<file path="src/hw/rtl/ccd_pkg.sv">
// Shared types, constants and helpers for the CUSUM change detector.
package ccd_pkg;

   localparam int CHAN_W      = 8;
   localparam int SAMPLE_W    = 32;
   localparam int FRAC_W      = 16;
   localparam int SUM_W       = 40;
   localparam int CSR_INDEX_W = 2;
   localparam int OUT_DEPTH   = 4;
   localparam int OUT_LEVEL_W = 3;
   localparam int WORK_DEPTH  = 2;

   localparam logic [SUM_W-1:0] SUM_MAX = '1;

   localparam logic [CSR_INDEX_W-1:0] CSR_SLACK     = 2'd0;
   localparam logic [CSR_INDEX_W-1:0] CSR_ALARM     = 2'd1;
   localparam logic [CSR_INDEX_W-1:0] CSR_SMOOTHING = 2'd2;

   localparam logic [FRAC_W-1:0] SLACK_RESET     = 16'd1311;
   localparam logic [FRAC_W-1:0] ALARM_RESET     = 16'd6554;
   localparam logic [FRAC_W-1:0] SMOOTHING_RESET = 16'd655;

   typedef struct packed {
      logic [CHAN_W-1:0]          channel;
      logic signed [SAMPLE_W-1:0] window_average;
   } req_type;

   typedef struct packed {
      logic rise_alarm;
      logic fall_alarm;
      logic first_sample;
   } rsp_type;

   typedef struct packed {
      logic [FRAC_W-1:0] slack_fraction;
      logic [FRAC_W-1:0] alarm_fraction;
      logic [FRAC_W-1:0] smoothing_fraction;
   } cfg_type;

   typedef enum logic [1:0] {
      KIND_SKIP,
      KIND_FIRST,
      KIND_UPDATE
   } kind_type;

   typedef struct packed {
      kind_type                   kind;
      logic [CHAN_W-1:0]          channel;
      logic signed [SAMPLE_W-1:0] window_average;
   } work_type;

   typedef struct packed {
      logic signed [SAMPLE_W-1:0] baseline;
      logic [SUM_W-1:0]           rise_sum;
      logic [SUM_W-1:0]           fall_sum;
   } entry_type;

   // Clamp a grown signed sum into the unsigned accumulator range.
   function automatic logic [SUM_W-1:0] sum_clamp(input logic signed [SUM_W+1:0] t);
      logic [SUM_W-1:0] r;
      if (t < 0) begin
         r = '0;
      end else if (t > $signed({2'b00, SUM_MAX})) begin
         r = SUM_MAX;
      end else begin
         r = t[SUM_W-1:0];
      end
      return r;
   endfunction

endpackage

</file>
<file path="src/hw/rtl/ccd_rsp_fifo.sv">
// Result queue that holds finished alarm results until they are transferred out.
module ccd_rsp_fifo (
   input  logic                                clock,
   input  logic                                reset,
   input  logic                                push,
   input  ccd_pkg::rsp_type                    push_data,
   output logic                                rsp_empty,
   input  logic                                rsp_pop,
   output ccd_pkg::rsp_type                    rsp_data,
   output logic [ccd_pkg::OUT_LEVEL_W-1:0]     level
);

   localparam int PTR_W = $clog2(ccd_pkg::OUT_DEPTH);

   ccd_pkg::rsp_type                  slot_ff [ccd_pkg::OUT_DEPTH];
   logic [PTR_W-1:0]                  wr_ptr_ff, rd_ptr_ff;
   logic [ccd_pkg::OUT_LEVEL_W-1:0]   level_ff, level_in;
   logic                              pop;

   assign rsp_empty = (level_ff == '0);
   assign pop       = rsp_pop && !rsp_empty;
   assign rsp_data  = slot_ff[rd_ptr_ff];
   assign level     = level_ff;

   always_comb begin
      level_in = level_ff;
      if (push && !pop) begin
         level_in = level_ff + 1'b1;
      end else if (!push && pop) begin
         level_in = level_ff - 1'b1;
      end
   end

   always_ff @(posedge clock) begin
      if (reset) begin
         level_ff  <= '0;
         wr_ptr_ff <= '0;
         rd_ptr_ff <= '0;
      end else begin
         level_ff <= level_in;
         if (push) begin
            wr_ptr_ff <= wr_ptr_ff + 1'b1;
         end
         if (pop) begin
            rd_ptr_ff <= rd_ptr_ff + 1'b1;
         end
      end
   end

   always_ff @(posedge clock) begin
      if (push) begin
         slot_ff[wr_ptr_ff] <= push_data;
      end
   end

endmodule

</file>
<file path="config.mk">
export PLATFORM = sky130hd
export DESIGN_NAME = ccd_rsp_fifo
export DESIGN_NICKNAME = d
export VERILOG_FILES = /design/src/hw/rtl/ccd_pkg.sv /design/src/hw/rtl/ccd_rsp_fifo.sv
export SDC_FILE = /design/constraint.sdc
export NUM_CORES = 1
export LEC_CHECK = 0
export ABC_AREA = 1
export BUFFER_PORTS_ARGS = -buffer_cell sky130_fd_sc_hd__buf_2
export CAP_MARGIN = 5
export CORE_MARGIN = 2
export CORE_UTILIZATION = 50
export DETAILED_ROUTE_END_ITERATION = 10
export PLACE_DENSITY_LB_ADDON = 0.25
export SLEW_MARGIN = 20
export SYNTH_ARGS = -nofsm -noshare
export SYNTH_HDL_FRONTEND = slang
export SYNTH_SLANG_ARGS = --single-unit
</file>
<file path="constraint.sdc">
create_clock -name clock -period 2.31 [get_ports clock]
set_clock_uncertainty 0.2 [all_clocks]
set_input_delay 0.1155 -clock clock [delete_from_list [all_inputs] [get_ports clock]]
set_output_delay 0.1155 -clock clock [all_outputs]
set_load 0.02 [all_outputs]
</file>
* Word-level counts from Yosys, hierarchy flattened *
Memories as Yosys holds them, arrays and structs flattened. A register that Yosys moved wholly into a read port is not among the register bits.
Cells that the tools add are included.

storage, ports and cells
  bits in registers = 7
  RAM bits = 12
  logic and storage cells = 22
  memories = 1

operators by class
  add/subtract/negate cells = 4
  muxes and demuxes = 6
  reduce and logical (&&, ||, !) cells = 8

memories
  memory   words  bits a word  read ports  clocked after memory_dff  wr ports  RTL line            RTL
  slot_ff  4      3            1           1                         1         ccd_rsp_fifo.sv:15  ccd_pkg::rsp_type slot_ff [ccd_pkg::OUT_DEPTH];

operator list
  operator                                          count
  2-to-1 mux 3 bit                                  2
  adder 2 x 1 -> 2 bit, second input constant       2
  2-to-1 mux 2 bit                                  2
  adder 3 x 1 -> 3 bit, second input constant       1
  logical AND 1 bit                                 3
  zero test 1 bit                                   3
  zero test 3 bit                                   1
  subtractor 3 x 1 -> 3 bit, second input constant  1
  2-to-1 mux 1 bit                                  2
  nonzero test 2 bit                                1

* Logic depth before layout (Yosys ltp) *
Gate-level depths: netlist of the first run.

  word-level depth = 6
  mapped depth = 12

* Worst setup path after synthesis of the first run *
Ideal clock, no wire load.

  kind = reg2reg
  start = reg level_ff, in the netlist level[0]
  end = reg level_ff, in the netlist level[1]
  library setup time = 0.116 ns
  data arrival time = 1.585 ns
  required time = 1.994 ns
  setup slack = 0.409 ns
  stages on the path, launching flop included = 9
  path buffers = 0
  cell sequence = dfxtp_1 inv_1 nand2_2 nand2_4 ha_1 inv_1 fa_1 o21ai_0 nor2_1

on the way
  longest elaborated chain between the ends = 6

ends and longest elaborated chain
  what                                                                               RTL line            RTL
  from (decl)                                                                        ccd_rsp_fifo.sv:17  logic [ccd_pkg::OUT_LEVEL_W-1:0] level_ff, level_in;
  from (signal assigned)                                                             ccd_rsp_fifo.sv:40  level_ff <= level_in;
  parallel branches: the longest is 5 deep, another holds subtractor 3 x 1 -> 3 bit  -
  2-to-1 mux 3 bit *                                                                 ccd_rsp_fifo.sv:27  if (push && !pop) begin
  net level_in, one bit                                                              ccd_rsp_fifo.sv:17

Mark *: on every way through the listed nets, which the timed path passes. The select of a mux whose other input is x is not followed.
A chain may end at the register's enable or synchronous reset.

* Worst setup path after layout of the first run *
  start = reg level_ff, in the netlist level[1]
  end = reg level_ff, in the netlist level[2]

on the way
  longest elaborated chain between the ends = 6

ends and longest elaborated chain
  what
  parallel branches: the longest is 6 deep, another holds subtractor 3 x 1 -> 3 bit

Parallel ways; which one is timed is not known. The select of a mux whose other input is x is not followed.

==> results of run 1 <==
[flip-flops by register name, summed over array words and instances, names as in the netlist, named ones only]
signal	cells
wr_ptr_ff	2
rd_ptr_ff	2
slot_ff	12
level	3
[path summary, 6_finish.rpt]
path / endpoint / slack (ns) / cells after the start
worst max-delay path: level[2] / 0.40 / 12
worst min-delay path: rd_ptr_ff[1] / 0.32 / 2
worst max register to register: level[2] / 0.40 / 12
worst min register to register: rd_ptr_ff[1] / 0.32 / 2
[critical path, cell delays in order, from the launching register on]
cell	delay, ns
dfxtp_1	0.37
nor2_2	0.11
nand2_2	0.10
nand2_4	0.08
ha_1	0.17
inv_1	0.07
fa_1	0.38
inv_1	0.07
nand2_1	0.04
nand3_1	0.08
nand2_1	0.05
nand2_1	0.06
nor2_1	0.04
[metal layers]
metal / vias to the layer above / GRT usage, % / share of wire, %
met5: - / 0 / 0
met2: 13 / 27.1 / 50
met1: 286 / 16.9 / 45
met3: 4 / 3.46 / 3.0
li1: 351 / - / -
met4: 0 / 8.33 / 1.7
[cell families after synthesis]
| group | Yosys count | share of synthesized area, % |
|---|---|---|
| simple gates | 29 | 13.9 |
| flops | 21 | 58.9 |
| compound gates | 19 | 10.8 |
| buf+inv | 18 | 7.37 |
| fa+ha+maj | 6 | 9.00 |
[stage by stage]
stage | utilization, % | worst slack (ns) | area [µm²] | power, µW
after floorplan | - | 0.409 | 917 | 723
after global placement | 58.7 | 0.462 | 1010 | 805
after detailed placement | 58.7 | 0.404 | 1010 | 819
after CTS | 64.3 | 0.388 | 1110 | 994
after global routing | 64.3 | 0.234 | 1110 | 1060
final | 64.3 | 0.395 | 1110 | 983
[power groups by stage]
stage | combinational, µW | sequential [µW] | clock, µW
final | 338 | 485 | 160
after CTS | 341 | 485 | 169
after global placement | 314 | 490 | 0
after global routing | 382 | 493 | 182
after detailed placement | 326 | 493 | 0
after floorplan | 214 | 509 | 0
[final cells by class]
cell class,instances,area [µm²],area share [%]
clock buffers,4,26.3,2.37
inverters,18,67.6,6.09
multi-input cells,54,309,27.8
flip-flops and latches,21,541,48.7
well taps,25,31.3,2.82
repair buffers,20,135,12.2
[placed cells by master, fill, tap and decap left out, types with 2 or more instances in the layout]
cell type | synthesis | routed
a21oi_1 | 6 | 6
buf_2 | 0 | 13
clkbuf_4 | 0 | 3
dfxtp_1 | 9 | 9
dlygate4sd3_1 | 0 | 7
edfxtp_1 | 12 | 12
ha_1 | 5 | 5
inv_1 | 17 | 17
nand2_1 | 12 | 12
nand2_2 | 2 | 2
nand3_1 | 3 | 3
nor2_1 | 10 | 10
o21ai_0 | 10 | 10
o22ai_1 | 3 | 3
==> results.md, run 1 <==
* Critical path startpoint category: register
* Yosys warns at 0
* Grt ovf at 0
* Net Sw Frac at 35.4%
* WL final at 1450 µm
* DIE HEIGHT at 46.8 µm
* Cts hold-fix bufs at 7
* MaxCap Viol Count at 0
* Reg2reg start: level[1]
* Synth area leader: edfxtp_1
* CTS Sinks at 21
* Pins over their slew limit at 0
* Number of synthesized register bits at 21
* Worst slew margin at between 80% and 90%
* Post-synth EDFFs at 12
* Setup_tns at 0 ns
* Clock root cell: clkbuf_4
* Main flop type after synthesis: edfxtp_1
* Critical Path Start: level[1]
* Crit-path max FO at 4
* Critical path capture point type: register
* Synthesized net count at 106
* Synth Instances at 93
* Vias in the first global route at just under 600
* Static leakage at 0.000502 µW
* ANT nets after route at 0
* Synth unique cells at 15
* Die Wd at 46.8 µm
* Pin count of the biggest net entering global routing at 12
* PortBufs at 13
* Vias after detailed routing at 654
* Core box area at about 0.0017 mm²
* First-pass GRT wire length at 2280 µm
* Avg Cell Area, Syn at 9.86 µm²
* I/O pins at 14
* Global Route Usage Sum at 15.3%
* Worst-skew pair later-pin latency at 0.28 ns
* Status: completed
* Register area share after synthesis at 58.9%
* Hold Crit Start: rd_ptr_ff[1]
* Placed insts at 131
* Top-count cell post-synth: inv_1
* Layout cells sized above 1 at 17.9%
* Detail Placement HPWL at 1130 µm
* Power per cell area at 886 mW/mm²
* Final Hold Fails at 0
* Setup Crit Path Kind: register to register
* Fin crit period at roughly 1.9 ns
* Worst-path clk slew at 0.10 ns
* 1st-iter DRT viols at 14
* TritonCTS clock tree: done
* Clk network pwr share at 16.3%
* Residual DRC at 0
* Required time worst endpoint at 2.30 ns
* Routed length per instance at 10.2 µm
* Final setup viols at 0
* Routed vias/inst at 4.61
* Comb pwr share at 34.4%
* Area share of the largest cell type after synthesis at between 30% and 40%
* CTS Buf Count at 3
* Die area at between 0.002 and 0.0025 mm²
* DR pass1 iterations at 4
* Syn-to-layout area delta at 21.0%
* H-tree levels at 1
* Peak VDD IR at between 0.5 and 0.6 mV
* Post-synth ARST share at 0%
* N_diodes at 0
* Worst hold path class: register to register
* Max clock buf depth at 2
* Row count at 15
* Worst Hold Margin at 0.318 ns
* Crit share post-route at 82.9%
* Initial antenna violation count at 0
* Routability cong. at 0.857
* Critical path arrival at ~1.9 ns
* Postcts setup bufs at 0
* Nets at 131
* RSZ-0062 raised after global routing: false
* P_int at between 600 and 700 µW
* # fillers at 155
* Post-CTS Resized at 0
* Reg power frac at 49.4%
* Initial Util at 53.1%
* Net Sw Power at 348 µW
* Non-filler cells, final at about 140
* Netlist Area Pre-Place at 917 µm²
* Commonest cells post-synth: inv_1 (17), edfxtp_1 (12), nand2_1 (12)
* Max Fclk at about 0.52 GHz
* Main area contributors after synthesis: edfxtp_1 (39%), dfxtp_1 (20%), inv_1 (7.0%), ha_1 (6.8%), o21ai_0 (5.5%)
* Slew at the pin closest to its max-slew limit at 0.207 ns
(Power assumes the default switching activity.)
==> run 2, diff against run 1 <==
- CORE_UTILIZATION: 50 -> 48
- clock period: 2.31 -> 1.7 ns (I/O delays scaled with it)
==> results.md, run 2 (synthesized netlist as in run 1, its figures left out) <==
* Status: finished with violations
* Failing checks: hold timing, setup timing
* Worst R2R End: level[2]
* Required time worst endpoint at 1.72 ns (-0.58 ns)
* CTS Buf Count at 3 (unchanged)
* Fin area at 0.00118 mm² (+6.5%)
* I/O pins at 14 (unchanged)
* Power per cell area at 1320 mW/mm² (+49%)
* Nets at 136 (+3.8%)
* PortBufs at 13 (unchanged)
* Pin count of the biggest net entering global routing at 13 (+1)
* Layout cells sized above 1 at 30.3% (+12 points)
* Commonest non-fill, non-tap cells in the layout: inv_1 (14), nand2_1 (12), buf_2 (12), edfxtp_1 (12), nor2_1 (10)
* Crit share post-route at 101% (+18 points)
* # fillers at 154 (-0.65%)
* Most common cell after layout, fill and taps aside: inv_1
* Detail Placement HPWL at 1210 µm (+6.9%)
* Routed length per instance at 11.3 µm (+10%)
* ANT nets after route at 0 (unchanged)
* 1st-iter DRT viols at 7 (-7)
* Worst Hold Margin at -0.233 ns (-0.551 ns)
* Placed Area at 0.00107 mm² (+5.3%)
* Worst slew margin at 85.6% (-0.56 points)
* Worst hold path class: input port to register
* DR pass1 iterations at 4 (unchanged)
* Syn-to-layout area delta at 28.9%
* Vias in the first global route at 677 (+17%)
* WL final at 1660 µm (+14%)
* H-tree levels at 1 (unchanged)
* Die Wd at 47.7 µm (+1.9%)
* Overall power at 1560 µW (+59%)
* Final setup viols at 2 (+2)
* Static leakage at 0.000530 µW (+5.8%)
* Reg2reg start: level[1]
* Pins over their slew limit at 0 (unchanged)
* N_diodes at 0 (unchanged)
* FF-to-FF path depth at 12 (unchanged)
* RSZ-0062 raised after global routing: true
* Worst-path clk slew at 0.11 ns (about the same)
* Critical path arrival at 1.74 ns (-0.16 ns)
* CTS Sinks at 21 (unchanged)
* Core box area at 0.00176 mm² (+2.2%)
* Worst-skew pair later-pin latency at 0.31 ns (+0.03 ns)
* Setup Crit Path Kind: register to register
* Peak VDD IR at 0.851 mV (+50%)
* Max Fclk at 0.580 GHz (+11%)
* Final Hold Fails at 8 (+8)
* Critical path startpoint category: register
* Routability cong. at 0.730 (-15%)
* Reg with most FFs: slot_ff
* First-pass GRT wire length at 2570 µm (+13%)
* Die area at 0.00228 mm² (+3.8%)
* Fin crit period at 1.72 ns (-0.192 ns)
* Critical path capture point type: register
* Hold Crit Start: reset
* MaxCap Viol Count at 0 (unchanged)
* Grt ovf at 0 (unchanged)
* R2R Setup Slk at -0.02 ns (-0.42 ns)
* Slew at the pin closest to its max-slew limit at 0.215 ns (+0.00845 ns)
* Hold path cells at 2 (unchanged)
* Initial Util at 52.0% (-1.1 points)
* TritonCTS clock tree: done
* Residual DRC at 0 (unchanged)
* Initial antenna violation count at 0 (unchanged)
* Clock root cell: clkbuf_4
* Global Route Usage Sum at 16.6% (+1.3 points)
* Cts hold-fix bufs at 5 (-2)
* Routed vias/inst at 4.59 (-0.45%)
* Largest register FFs at 12 (unchanged)
* DIE HEIGHT at 47.7 µm (+1.9%)
* Row count at 15 (unchanged)
* Post-route setup slack at -0.0231 ns (-0.418 ns)
* Vias after detailed routing at 674 (+3.1%)
* Max clock buf depth at 2 (unchanged)
* Crit-path max FO at 2 (-2)
-- run 2: changes by cell type in the layout (fill, tap and decap cells not counted), sizes merged --
cell / previous run / this run
buf: 13 / 20
dlygate4sd3: 7 / 5
clkbuf: 4 / 3
clkinv: 0 / 1
-- run 2: per-stage QoR --
step	cells	utilization [%]	TNS, ns	setup WS [ns]
finish	147	67.0	-0.0391	-0.0231
global route	147	67.0	-0.232	-0.154
CTS	145	65.6	-0.0334	-0.0334
detailed placement	135	60.5	-0.0372	-0.0372
global placement	135	60.5	-0.00381	-0.00381
floorplan	93	-	-0.0342	-0.0342
-- run 2: worst max-delay path, cell delays in order, from the launching register on --
cell and delay [ns]:
dfxtp_4 0.37, nor2_4 0.09, nand2_2 0.07, nand2_4 0.08, ha_4 0.12, inv_2 0.04, fa_2 0.33, inv_1 0.06
nand2_1 0.04, nand3_1 0.07, nand2_1 0.06, nand2_1 0.06, nor2_1 0.04
-- run 2: final cells by class --
type	instances	area (µm²)	area share, %
Sequential cell	21	549	46.5
Multi-Input combinational cell	54	329	27.8
Timing Repair Buffer	25	178	15.0
Inverter	18	67.6	5.71
Tap cell	25	31.3	2.65
Clock buffer	3	22.5	1.90
Clock inverter	1	5.00	0.423
-- run 2: layer usage --
metal	global-route usage (%)	wire length (µm)	part of all wire, %
met1	17.6	700	42
met2	30.9	867	52
met3	3.40	48	2.9
met4	8.11	39	2.4
met5	0	0	0
-- run 2: report_power, final --
group | internal (µW) | switching, µW | total (µW)
Clock | 88.0 | 152 | 240
Sequential | 611 | 54.2 | 665
Combinational | 303 | 351 | 654
-- run 2: timing repair --
action / in CTS / in global routing
hold endpoints to repair: 21 / 8
setup buffers: 1 / 2
pin swaps: 1 / 1
resized for setup: 1 / 5
endpoints found under the setup margin: 2 / 2
-- run 2: worst max-delay path by stage --
stage	start	slack [ns]	endpoint
2_1_floorplan	level[1]	-0.03	level[2]
6_report	level[1]	-0.02	level[2]
5_1_grt	level[1]	-0.15	level[2]
3_3_place_gp	level[1]	-0.004	level[2]
4_1_cts	level[1]	-0.03	level[2]
3_5_place_dp	level[1]	-0.04	level[2]
